File: src/hdl/gwm_pkg.sv
// Shared constants, types and codes for the glob line matcher.
package gwm_pkg;

	localparam int PAT_BYTES = 32;
	localparam int LEN_W = $clog2(PAT_BYTES + 1);
	localparam int LINE_W = 16;
	localparam int CELLS = PAT_BYTES + 1;

	localparam logic [7:0] CH_STAR = 8'h2A;
	localparam logic [7:0] CH_QUEST = 8'h3F;
	localparam logic [7:0] CH_LBR = 8'h5B;
	localparam logic [7:0] CH_RBR = 8'h5D;
	localparam logic [7:0] CH_BANG = 8'h21;
	localparam logic [7:0] CH_DASH = 8'h2D;

	localparam logic [1:0] ACT_CLEAR = 2'd0;
	localparam logic [1:0] ACT_APPEND = 2'd1;
	localparam logic [1:0] ACT_TEXT = 2'd2;
	localparam logic [1:0] ACT_EOL = 2'd3;

	// Parse and match state handed from one cell to the next.
	typedef struct packed {
		logic       reach;
		logic       setn;
		logic       in_cls;
		logic       first;
		logic       cact;
		logic       chit;
		logic       cneg;
		logic [1:0] skip;
	} carry_t;

	// Per-cell control from the sequencer.
	typedef struct packed {
		logic sel;
		logic is_end;
		logic fin;
		logic below;
		logic fresh;
		logic start;
		logic v0;
		logic v1;
		logic v2;
	} cell_ctl_t;

endpackage

File: src/hdl/gwm_cell.sv
// One pattern position: stored byte, active bit and the local parse step.
module gwm_cell (
	input  logic              clk,
	input  logic              pat_we,
	input  logic [7:0]        pat_wd,
	output logic [7:0]        pat,
	input  gwm_pkg::cell_ctl_t ctl,
	input  logic [7:0]        c,
	input  logic [7:0]        pat_n1,
	input  logic [7:0]        pat_n2,
	input  gwm_pkg::carry_t   ci,
	output gwm_pkg::carry_t   co,
	output logic              match
);

	logic [7:0] pat_q;
	logic       act_q;
	logic       nxt_q;
	logic       ract;
	logic       nxt;

	assign pat = pat_q;
	assign ract = (ctl.fresh ? ctl.start : act_q) | ci.reach;
	assign match = ract;

	always_comb begin
		co = ci;
		co.reach = 1'b0;
		co.setn = 1'b0;
		nxt = ci.setn;
		if (ctl.is_end) begin
			nxt = ci.setn | (ci.in_cls & ci.cact & (ci.chit ^ ci.cneg));
		end else if (!ci.in_cls) begin
			if (pat_q == gwm_pkg::CH_STAR) begin
				co.reach = ract;
				nxt = ci.setn | ract;
			end else if (pat_q == gwm_pkg::CH_QUEST) begin
				co.setn = ract;
			end else if (pat_q == gwm_pkg::CH_LBR) begin
				co.in_cls = 1'b1;
				co.first = 1'b1;
				co.cact = ract;
				co.chit = 1'b0;
				co.cneg = 1'b0;
				co.skip = 2'd0;
			end else begin
				co.setn = ract & (c == pat_q);
			end
		end else if (ci.skip != 2'd0) begin
			co.skip = ci.skip - 2'd1;
		end else if (ci.first && pat_q == gwm_pkg::CH_BANG) begin
			co.cneg = 1'b1;
			co.first = 1'b0;
		end else if (pat_q == gwm_pkg::CH_RBR) begin
			co.in_cls = 1'b0;
			co.first = 1'b0;
			co.setn = ci.cact & (ci.chit ^ ci.cneg);
		end else begin
			co.first = 1'b0;
			if (ctl.v1 && ctl.v2 && pat_n1 == gwm_pkg::CH_DASH && pat_n2 != gwm_pkg::CH_RBR) begin
				co.chit = ci.chit | (c >= pat_q && c <= pat_n2);
				co.skip = 2'd2;
			end else begin
				co.chit = ci.chit | (c == pat_q);
			end
		end
		if (!ctl.v0 && !ctl.is_end) begin
			nxt = 1'b0;
		end
	end

	always_ff @(posedge clk) begin
		if (pat_we) begin
			pat_q <= pat_wd;
		end
		if (ctl.sel) begin
			nxt_q <= nxt;
		end
		if (ctl.fin) begin
			act_q <= ctl.sel ? nxt : (ctl.below ? nxt_q : 1'b0);
		end
	end

endmodule

File: src/hdl/glob_wildcard_line_matcher.sv
// Glob line matcher top level: command decode, sweep sequencer and result register.
// A clear or pattern append updates the pattern state directly; a text byte or an end
// of line starts one left-to-right sweep of the cell row, from cell 0 to the pattern length.
// A line result loads an output register when its sweep ends and waits there;
// while that register is full and out_stall is high, the result holds and stalls input.
// Reset clears the pattern length, line count, overflow flag and the active set to
// start only; pattern bytes are undefined until written.
module glob_wildcard_line_matcher (
	input  logic                       clk,
	input  logic                       arst_n,
	input  logic                       in_valid,
	output logic                       in_stall,
	input  logic [1:0]                 action,
	input  logic [7:0]                 data_byte,
	output logic                       out_valid,
	input  logic                       out_stall,
	output logic                       line_matched,
	output logic [gwm_pkg::LINE_W-1:0] line_number,
	output logic                       pattern_overflow
);

	typedef enum logic [1:0] {S_IDLE, S_SWEEP, S_HOLD} state_t;

	state_t                     state_q;
	logic [gwm_pkg::LEN_W-1:0]  len_q;
	logic [gwm_pkg::LEN_W-1:0]  pos_q;
	logic [gwm_pkg::LINE_W-1:0] line_q;
	logic                       ovf_q;
	logic                       fresh_q;
	logic                       eol_q;
	logic [7:0]                 c_q;
	logic                       match_q;
	logic                       out_valid_q;
	logic                       line_matched_q;
	logic [gwm_pkg::LINE_W-1:0] line_number_q;
	logic                       ovf_out_q;

	gwm_pkg::carry_t    car_q [gwm_pkg::CELLS];
	gwm_pkg::carry_t    co_w [gwm_pkg::CELLS];
	gwm_pkg::cell_ctl_t ctl_w [gwm_pkg::CELLS];
	logic [7:0]         pat_a [gwm_pkg::CELLS + 2];
	logic [gwm_pkg::CELLS-1:0] match_w;
	logic [gwm_pkg::CELLS-1:0] sel_w;

	logic in_acc;
	logic done;
	logic fin_text;
	logic out_free;
	logic match_now;
	logic app_we;
	logic out_load;
	logic [gwm_pkg::LINE_W-1:0] line_inc;

	assign in_acc = in_valid && !in_stall;
	assign in_stall = (state_q != S_IDLE);
	assign done = (state_q == S_SWEEP) && (pos_q == len_q);
	assign fin_text = done && !eol_q;
	assign out_free = !out_valid_q || !out_stall;
	assign match_now = |(match_w & sel_w);
	assign app_we = in_acc && action == gwm_pkg::ACT_APPEND;

	// A line result loads the output register when its sweep ends or while it waits.
	assign out_load = ((done && eol_q) || (state_q == S_HOLD)) && out_free;
	assign line_inc = (line_q != '1) ? line_q + 1'b1 : line_q;

	assign out_valid = out_valid_q;
	assign line_matched = line_matched_q;
	assign line_number = line_number_q;
	assign pattern_overflow = ovf_out_q;

	assign pat_a[gwm_pkg::CELLS] = 8'h00;
	assign pat_a[gwm_pkg::CELLS + 1] = 8'h00;

	// The row of cells: each one hands its parse state to the next through car_q.
	for (genvar j = 0; j < gwm_pkg::CELLS; j++) begin : g_cell
		assign sel_w[j] = (state_q == S_SWEEP) && (pos_q == gwm_pkg::LEN_W'(j));
		assign ctl_w[j].sel = sel_w[j];
		assign ctl_w[j].is_end = (len_q == gwm_pkg::LEN_W'(j));
		assign ctl_w[j].fin = fin_text;
		assign ctl_w[j].below = (j < int'(pos_q));
		assign ctl_w[j].fresh = fresh_q;
		assign ctl_w[j].start = (j == 0);
		assign ctl_w[j].v0 = (j < int'(len_q));
		assign ctl_w[j].v1 = (j + 1 < int'(len_q));
		assign ctl_w[j].v2 = (j + 2 < int'(len_q));

		gwm_cell u_cell (
			.clk    (clk),
			.pat_we (app_we && (len_q == gwm_pkg::LEN_W'(j)) && (j < gwm_pkg::PAT_BYTES)),
			.pat_wd (data_byte),
			.pat    (pat_a[j]),
			.ctl    (ctl_w[j]),
			.c      (c_q),
			.pat_n1 (pat_a[j + 1]),
			.pat_n2 (pat_a[j + 2]),
			.ci     (car_q[j]),
			.co     (co_w[j]),
			.match  (match_w[j])
		);
	end

	// Carry links between neighboring cells.
	always_ff @(posedge clk) begin
		if (in_acc) begin
			car_q[0] <= '0;
		end
		for (int j = 0; j < gwm_pkg::CELLS - 1; j++) begin
			if (sel_w[j]) begin
				car_q[j + 1] <= co_w[j];
			end
		end
	end

	always_ff @(posedge clk) begin
		if (in_acc) begin
			c_q <= data_byte;
		end
	end

	always_ff @(posedge clk or negedge arst_n) begin
		if (!arst_n) begin
			state_q <= S_IDLE;
			len_q <= '0;
			pos_q <= '0;
			line_q <= '0;
			ovf_q <= 1'b0;
			fresh_q <= 1'b1;
			eol_q <= 1'b0;
			match_q <= 1'b0;
			out_valid_q <= 1'b0;
			line_matched_q <= 1'b0;
			line_number_q <= '0;
			ovf_out_q <= 1'b0;
		end else begin
			out_valid_q <= out_load | (out_valid_q & out_stall);
			if (out_load) begin
				line_number_q <= line_inc;
				ovf_out_q <= ovf_q;
			end
			unique case (state_q)
				S_IDLE: begin
					if (in_acc) begin
						unique case (action)
							gwm_pkg::ACT_CLEAR: begin
								len_q <= '0;
								line_q <= '0;
								ovf_q <= 1'b0;
								fresh_q <= 1'b1;
							end
							gwm_pkg::ACT_APPEND: begin
								if (int'(len_q) < gwm_pkg::PAT_BYTES) begin
									len_q <= len_q + 1'b1;
								end else begin
									ovf_q <= 1'b1;
								end
								fresh_q <= 1'b1;
							end
							gwm_pkg::ACT_TEXT, gwm_pkg::ACT_EOL: begin
								eol_q <= (action == gwm_pkg::ACT_EOL);
								pos_q <= '0;
								state_q <= S_SWEEP;
							end
							default: begin
							end
						endcase
					end
				end
				S_SWEEP: begin
					if (done) begin
						if (!eol_q) begin
							fresh_q <= 1'b0;
							state_q <= S_IDLE;
						end else if (out_free) begin
							line_matched_q <= match_now;
							line_q <= line_inc;
							fresh_q <= 1'b1;
							state_q <= S_IDLE;
						end else begin
							match_q <= match_now;
							state_q <= S_HOLD;
						end
					end else begin
						pos_q <= pos_q + 1'b1;
					end
				end
				S_HOLD: begin
					if (out_free) begin
						line_matched_q <= match_q;
						line_q <= line_inc;
						fresh_q <= 1'b1;
						state_q <= S_IDLE;
					end
				end
				default: begin
					state_q <= S_IDLE;
				end
			endcase
		end
	end

endmodule
File: config.mk
export PLATFORM = sky130hd
export DESIGN_NAME = glob_wildcard_line_matcher
export DESIGN_NICKNAME = d
export VERILOG_FILES = /design/src/hdl/gwm_pkg.sv /design/src/hdl/gwm_cell.sv /design/src/hdl/glob_wildcard_line_matcher.sv
export SDC_FILE = /design/constraint.sdc
export NUM_CORES = 2
export LEC_CHECK = 0
export BUFFER_PORTS_ARGS = -buffer_cell sky130_fd_sc_hd__buf_2
export CELL_PAD_IN_SITES_DETAIL_PLACEMENT = 0
export CELL_PAD_IN_SITES_GLOBAL_PLACEMENT = 1
export CORE_MARGIN = 2
export CORE_UTILIZATION = 45
export CTS_CLUSTER_DIAMETER = 100
export CTS_CLUSTER_SIZE = 24
export DETAILED_ROUTE_END_ITERATION = 10
export PLACE_DENSITY_LB_ADDON = 0.1
export SLEW_MARGIN = 25
export SYNTH_ARGS = -nofsm -noshare
export SYNTH_HDL_FRONTEND = slang
export SYNTH_SLANG_ARGS = --single-unit
File: constraint.sdc
create_clock -name clk -period 9.4 [get_ports clk]
set_clock_uncertainty 0.2 [all_clocks]
set_input_delay 1.41 -clock clk [delete_from_list [all_inputs] [get_ports clk]]
set_output_delay 1.41 -clock clk [all_outputs]
set_load 0.1 [all_outputs]
Yosys cells after proc, flatten, opt, wreduce, memory -nomap -nowiden:

Memories as Yosys holds them, arrays and structs flattened.
Index checks and enable logic that the tools add are counted.

* shifts and indexed selects: 0
* eq/ne operators: 334
* $lt $le $gt $ge: 127
* bitwise logic cells: 327
* muxes and demuxes: 1152
* reduce and logical (&&, ||, !) cells: 413
* add/sub/neg operators: 35
* divide/modulo/power cells: 0
* $mul: 0

Operators with widths (number)
* 8-bit by 6-bit equality test with 1-bit output, second input constant: 126
* 1-bit 2-to-1 mux: 623
* 9-bit 2-to-1 mux: 64
* 8-bit by 7-bit equality test with 1-bit output, second input constant: 64
* 2-bit 2-to-1 mux: 224
* 7-bit 2-to-1 mux: 64
* 9-bit OR reduction: 32
* 8-bit equality test: 32
* 1-bit logical AND: 256
* 8-bit 2-to-1 mux: 32
* 8-bit greater-or-equal comparator: 30
* 8-bit <= comparator: 30
* 8-bit by 7-bit != test with 1-bit output, second input constant: 30
* 6-bit 2-to-1 mux: 36
* 6-bit by 5-bit equality test with 1-bit output, second input constant: 32
* 5-bit by 6-bit < comparator with 1-bit output, first input constant: 32
* 3-bit 2-to-1 mux: 64
* 1-bit bitwise OR: 161
* 1-bit bitwise AND: 131
* 4-bit 2-to-1 mux: 32
* 6-bit by 4-bit equality test with 1-bit output, second input constant: 16
* 4-bit by 6-bit < comparator with 1-bit output, first input constant: 16
* 16-bit 2-to-1 mux: 6
* 2-bit nonzero test: 36
* 36 further kinds: 219

* register bits after elaboration: 383
* bits in latches: 0
* output and inout bits: 20
* RAM bits: 297
* bits in read-only memories: 0
* memories kept: 1
* logic and storage cells: 2500

Memories
* car_q: words 33, bits a word 9, read ports 33, clocked after Yosys merged registers in 0, write ports 1, RTL line glob_wildcard_line_matcher.sv:38 `gwm_pkg::carry_t car_q [gwm_pkg::CELLS];`

Logic depth before layout (Yosys ltp):

* word-level depth: 42
* gate-level depth with buffers: 11
* depth with buffers taken out: 9

Modules after synthesis:

Synthesis repeated with hierarchy kept, for this count alone.

* cell total of the unflattened synthesis: 4976
* area, all modules: 48410.2 sq um

Modules (own cells, without submodules)
* gwm_cell: area each 1057.3 sq um, cells each 122, instances 33
* glob_wildcard_line_matcher: area each 13520.5 sq um, cells each 950, instances 1

Worst setup path before layout:

Ideal clock, no wire load.

* path kind: register to register
* from: reg len_q[3] in the netlist's numbering
* to: reg g_cell[0].u_cell.act_q, enable pin
* arrival: 3.505 ns
* stages on the path, launching flop included: 6
* path buffers: 1
* period minus slack after synthesis: 4.169 ns
* slack: 5.231 ns
* cell sequence: dfrtp_1 > buf_6 > xor2_1 > nor4_4 > nand2_1 > nor3_1

RTL lines
* start: declaration: RTL line glob_wildcard_line_matcher.sv:25 `logic [gwm_pkg::LEN_W-1:0] len_q;`
* start signal: assignment: RTL line glob_wildcard_line_matcher.sv:152 `len_q <= len_q + 1'b1;`
* end signal: assignment: RTL line gwm_cell.sv:80 `act_q <= ctl.sel ? nxt : (ctl.below ? nxt_q : 1'b0);`
* end: declaration: RTL line gwm_cell.sv:17 `logic act_q;`

Final worst setup path:

* from: in in_valid
* to: reg g_cell[19].u_cell.pat_q[5], enable pin

* word-level cells in the longest chain between the ends: 3

Ends and longest elaborated chain
* start: declaration: RTL line glob_wildcard_line_matcher.sv:11 `input logic in_valid,`
* 1-bit logical AND: RTL line glob_wildcard_line_matcher.sv:54 `assign in_acc = in_valid && !in_stall;`
* net in_acc: RTL line glob_wildcard_line_matcher.sv:45 `logic in_acc;`
* 1-bit logical AND: RTL line glob_wildcard_line_matcher.sv:60 `assign app_we = in_acc && action == gwm_pkg::ACT_APPEND;`
* 1-bit logical AND: RTL line glob_wildcard_line_matcher.sv:89 `.pat_we (app_we && (len_q == gwm_pkg::LEN_W'(j)) && (j < gwm_pkg::PAT_BYTES)),`
* net g_cell[19].u_cell.pat_we: RTL line gwm_cell.sv:4 `input logic pat_we,`
* end signal: assignment: RTL line gwm_cell.sv:74 `pat_q <= pat_wd;`
* end: declaration: RTL line gwm_cell.sv:16 `logic [7:0] pat_q;`

The timed path passes the listed nets, and every way through them passes these cells.
A chain may end at the register's enable or synchronous reset.

==> reports/qor.csv <==
stage,metric,value,unit
status,outcome,"complete, no violations",
timing,Slew @ Worst Pin,1073,ps
setup_path,"Data required, critical path",9430,ps
clock_tree,post-CTS sizing,0,
setup_path,FF-to-FF Start,state_q[0],
timing,final setup margin,5443,ps
floorplanning,Die X,294.9,um
setup_path,CP arrival,3990,ps
setup_path,CP Launch Point,in_valid,
clock_tree,clk slew on worst S/H paths,90,ps
clock_tree,Worst-Skew Late Latency,600,ps
placed_design,dpl cell area,0.03964,mm^2
routing,Residual DRC,0,
floorplanning,Die Span Y,294.9,um
yosys,Ys Warns,0,
yosys,Synth top area share,48.02,%
clock_tree,# clock sinks,662,
routing,initial DRC count,2721,
clock_tree,maximum root-to-sink buffer count,3,
yosys,area of the mapped netlist,0.03809,mm^2
yosys,sequential fraction of the synthesis area,51.50,%
yosys,Cells after Synth,3672,
timing,Setup TNS Final,0,ps
yosys,Post-synth EDFFs,609,
yosys,top_reg_cell synth,edfxtp_1,
timing,# setup viols final,0,
cells_and_area,Layout area overhead,6.932,%
routing,ANT nets after route,0,
global_route,first-pass GRT wire length,183700,um
cells_and_area,area of the multi-input gates,0.01708,mm^2
cells_and_area,Reg area,0.01962,mm^2
placed_design,HPWL after DPL,87880,um
job,# Max-Cap Violations,0,
setup_path,Critical Path Start Type,input port,
min_path,hold crit path type,reg -> reg,
global_route,Global Route met1 Usage,38.93,%
timing,RSZ-0062 raised after global routing,false,
cells_and_area,fillers,7657,
floorplanning,Initial Utilization,45.51,%
clock_tree,CTS root buf,clkbuf_16,
global_route,GRT Overall Usage,28.34,%
setup_path,critical path class,in -> reg,
yosys,Yosys top cell by area,edfxtp_1,
routing,WL/cell,25.61,um
placed_design,Port Buffers,33,
clock_tree,CTS Buf Count,35,
yosys,most common cell in the netlist,edfxtp_1,
clock_tree,# hold bufs at CTS,0,
clock_tree,TritonCTS clock tree,yes,
min_path,worst hold start,line_number[10],
clock_tree,H-tree levels,2,
routing,total length of routed wires,124400,um
timing,"Slew Viols, Final",0,
timing,final hold vios,0,
timing,Tcrit/Tclk final,42.09,%
routing,via count,30240,
cells_and_area,layout cells sized above 1,5.723,%
timing,relative max-transition margin,28.23,%
global_route,grt peak-use layer,met2,
global_route,gr ovfl total,0,
timing,Period minus WS final,3957,ps
global_route,grt met2 use,46.45,%
cells_and_area,Nets,3981,
power,Power Total,6.895,mW
yosys,Yosys cell types,98,
placed_design,dpl ws,4887,ps
global_route,vias in the first global route,29400,
floorplanning,core footprint,0.08369,mm^2
floorplanning,die footprint,0.08698,mm^2
floorplanning,Ports,34,
yosys,Async SR Flop Fraction,8.006,%
setup_path,CP endpoint kind,flip-flop,
global_route,initial antenna violation count,3,
routing,vias per inst,6.225,
power,Pleak,15.19,nW
routing,DR pass1 iterations,6,
clock_tree,postcts setup bufs,0,
placed_design,Final GP Congestion,0.9569,
global_route,M3 GR Usage,3.582,%
setup_path,crit path max fanout,35,
yosys,Yosys reg bits,662,
yosys,commonest cells in the netlist,"edfxtp_1, nor2_1, nand2_1",
yosys,Area contributors post-synth,"edfxtp_1, ha_1, dfrtp_1",
power,VDD IR-drop max,0.1567,mV
floorplanning,Cell Rows,106,
power,Power Density,169.3,mW/mm^2
cells_and_area,"Design Area, Final",0.04073,mm^2
timing,fmax,0.2527,GHz
global_route,largest net degree at the start of global routing,54,
yosys,Mapped Nets,3947,
yosys,synthesized area per cell,10.37,um^2
routing by layer:
layer | part of all wire [%] | up-vias
met5 | 0.010 | -
met2 | 46 | 1133
met1 | 43 | 15010
met3 | 6.9 | 214
li1 | - | 13890
met4 | 3.5 | 2
power by group:
part | total, mW | switching (mW) | internal [mW] | leakage (nW)
Combinational | 1.67 | 1.22 | 0.452 | 8.59
Sequential | 3.49 | 0.128 | 3.36 | 6.10
Clock | 1.73 | 0.971 | 0.760 | 0.503
final timing paths:
| path | end | slack [ps] | cells after the start |
|---|---|---|---|
| min in group asynchronous | line_number[5] | 760 | 2 |
| hold / removal | line_number[10] | 270 | 2 |
| setup / recovery | g_cell[19].u_cell.pat[5] | 5440 | 5 |
| max in group asynchronous | len_q[5] | 7710 | 2 |
| hold reg to reg | line_number[10] | 270 | 2 |
| setup reg to reg | g_cell[19].u_cell.pat[5] | 5490 | 6 |
layout make-up:
type	instances	area share, %
Inverter	292	2.691
Clock inverter	9	0.2458
Sequential cell	662	48.17
Multi-Input combinational cell	2643	41.94
Timing Repair Buffer	72	1.124
Tap cell	1134	3.484
Clock buffer	44	2.338
Antenna cell	2	0.01229
per-stage QoR:
stage / util (%) / cells / hold slack (ps)
after floorplan: - / 3672 / 258.7
after global placement: 47.36 / 4803 / 252.8
after detailed placement: 47.36 / 4803 / 265.8
after CTS: 48.62 / 4856 / 286.6
after global routing: 48.66 / 4856 / 325.1
final: 48.66 / 4858 / 274.2
registers in the layout, summed over array words and instances, names as in the netlist, 6 cells and up:
register	count
car_q	279
g_cell.u_cell.pat	256
g_cell.u_cell.act_q	33
g_cell.u_cell.nxt_q	33
line_number	16
line_q	16
c_q	8
len_q	6
pos_q	6
critical path, stage by stage:
cell,delay [ps]
buf_2,110
and2_1,500
nor2b_1,530
nand2_4,640
nor2_1,750
placed cells by master (no fill, tap or decap), types with 14 or more instances in the layout:
master / synthesis / routed
xor2_1: 46 / 46
ha_1: 261 / 260
a211oi_1: 23 / 23
buf_4: 4 / 39
a22o_1: 32 / 32
o21a_1: 15 / 15
nor2_2: 4 / 14
nor2_1: 332 / 322
a32o_1: 29 / 29
nor2b_1: 80 / 80
nor4b_1: 17 / 17
nand2_1: 295 / 294
a21o_1: 92 / 92
or3_1: 42 / 42
nor3_1: 132 / 130
nor4_1: 60 / 59
and3_1: 39 / 39
buf_2: 19 / 33
o22ai_1: 27 / 27
nand2b_1: 39 / 39
nand4_1: 118 / 118
or2_2: 18 / 18
and2_1: 28 / 28
a31oi_1: 22 / 22
clkbuf_16: 0 / 37
nand3b_1: 16 / 16
dfrtp_1: 52 / 50
o211ai_1: 33 / 33
or4_1: 29 / 29
edfxtp_1: 609 / 609
a21oi_1: 203 / 203
nor3b_1: 20 / 20
nand3_1: 168 / 168
inv_1: 290 / 289
o21ai_0: 208 / 208
logic make-up after synthesis:
group / after synthesis / share of synthesized area (%)
adders and majority gates: 261 / 8.574
AOI/OAI and AO/OA: 810 / 13.78
xor gates and xnor gates: 52 / 1.216
muxes: 22 / 0.6143
buffers and inverters: 367 / 3.801
and+or+nand+nor: 1498 / 20.51
DFF: 662 / 51.50
Power figures use the tool's default switching activity.
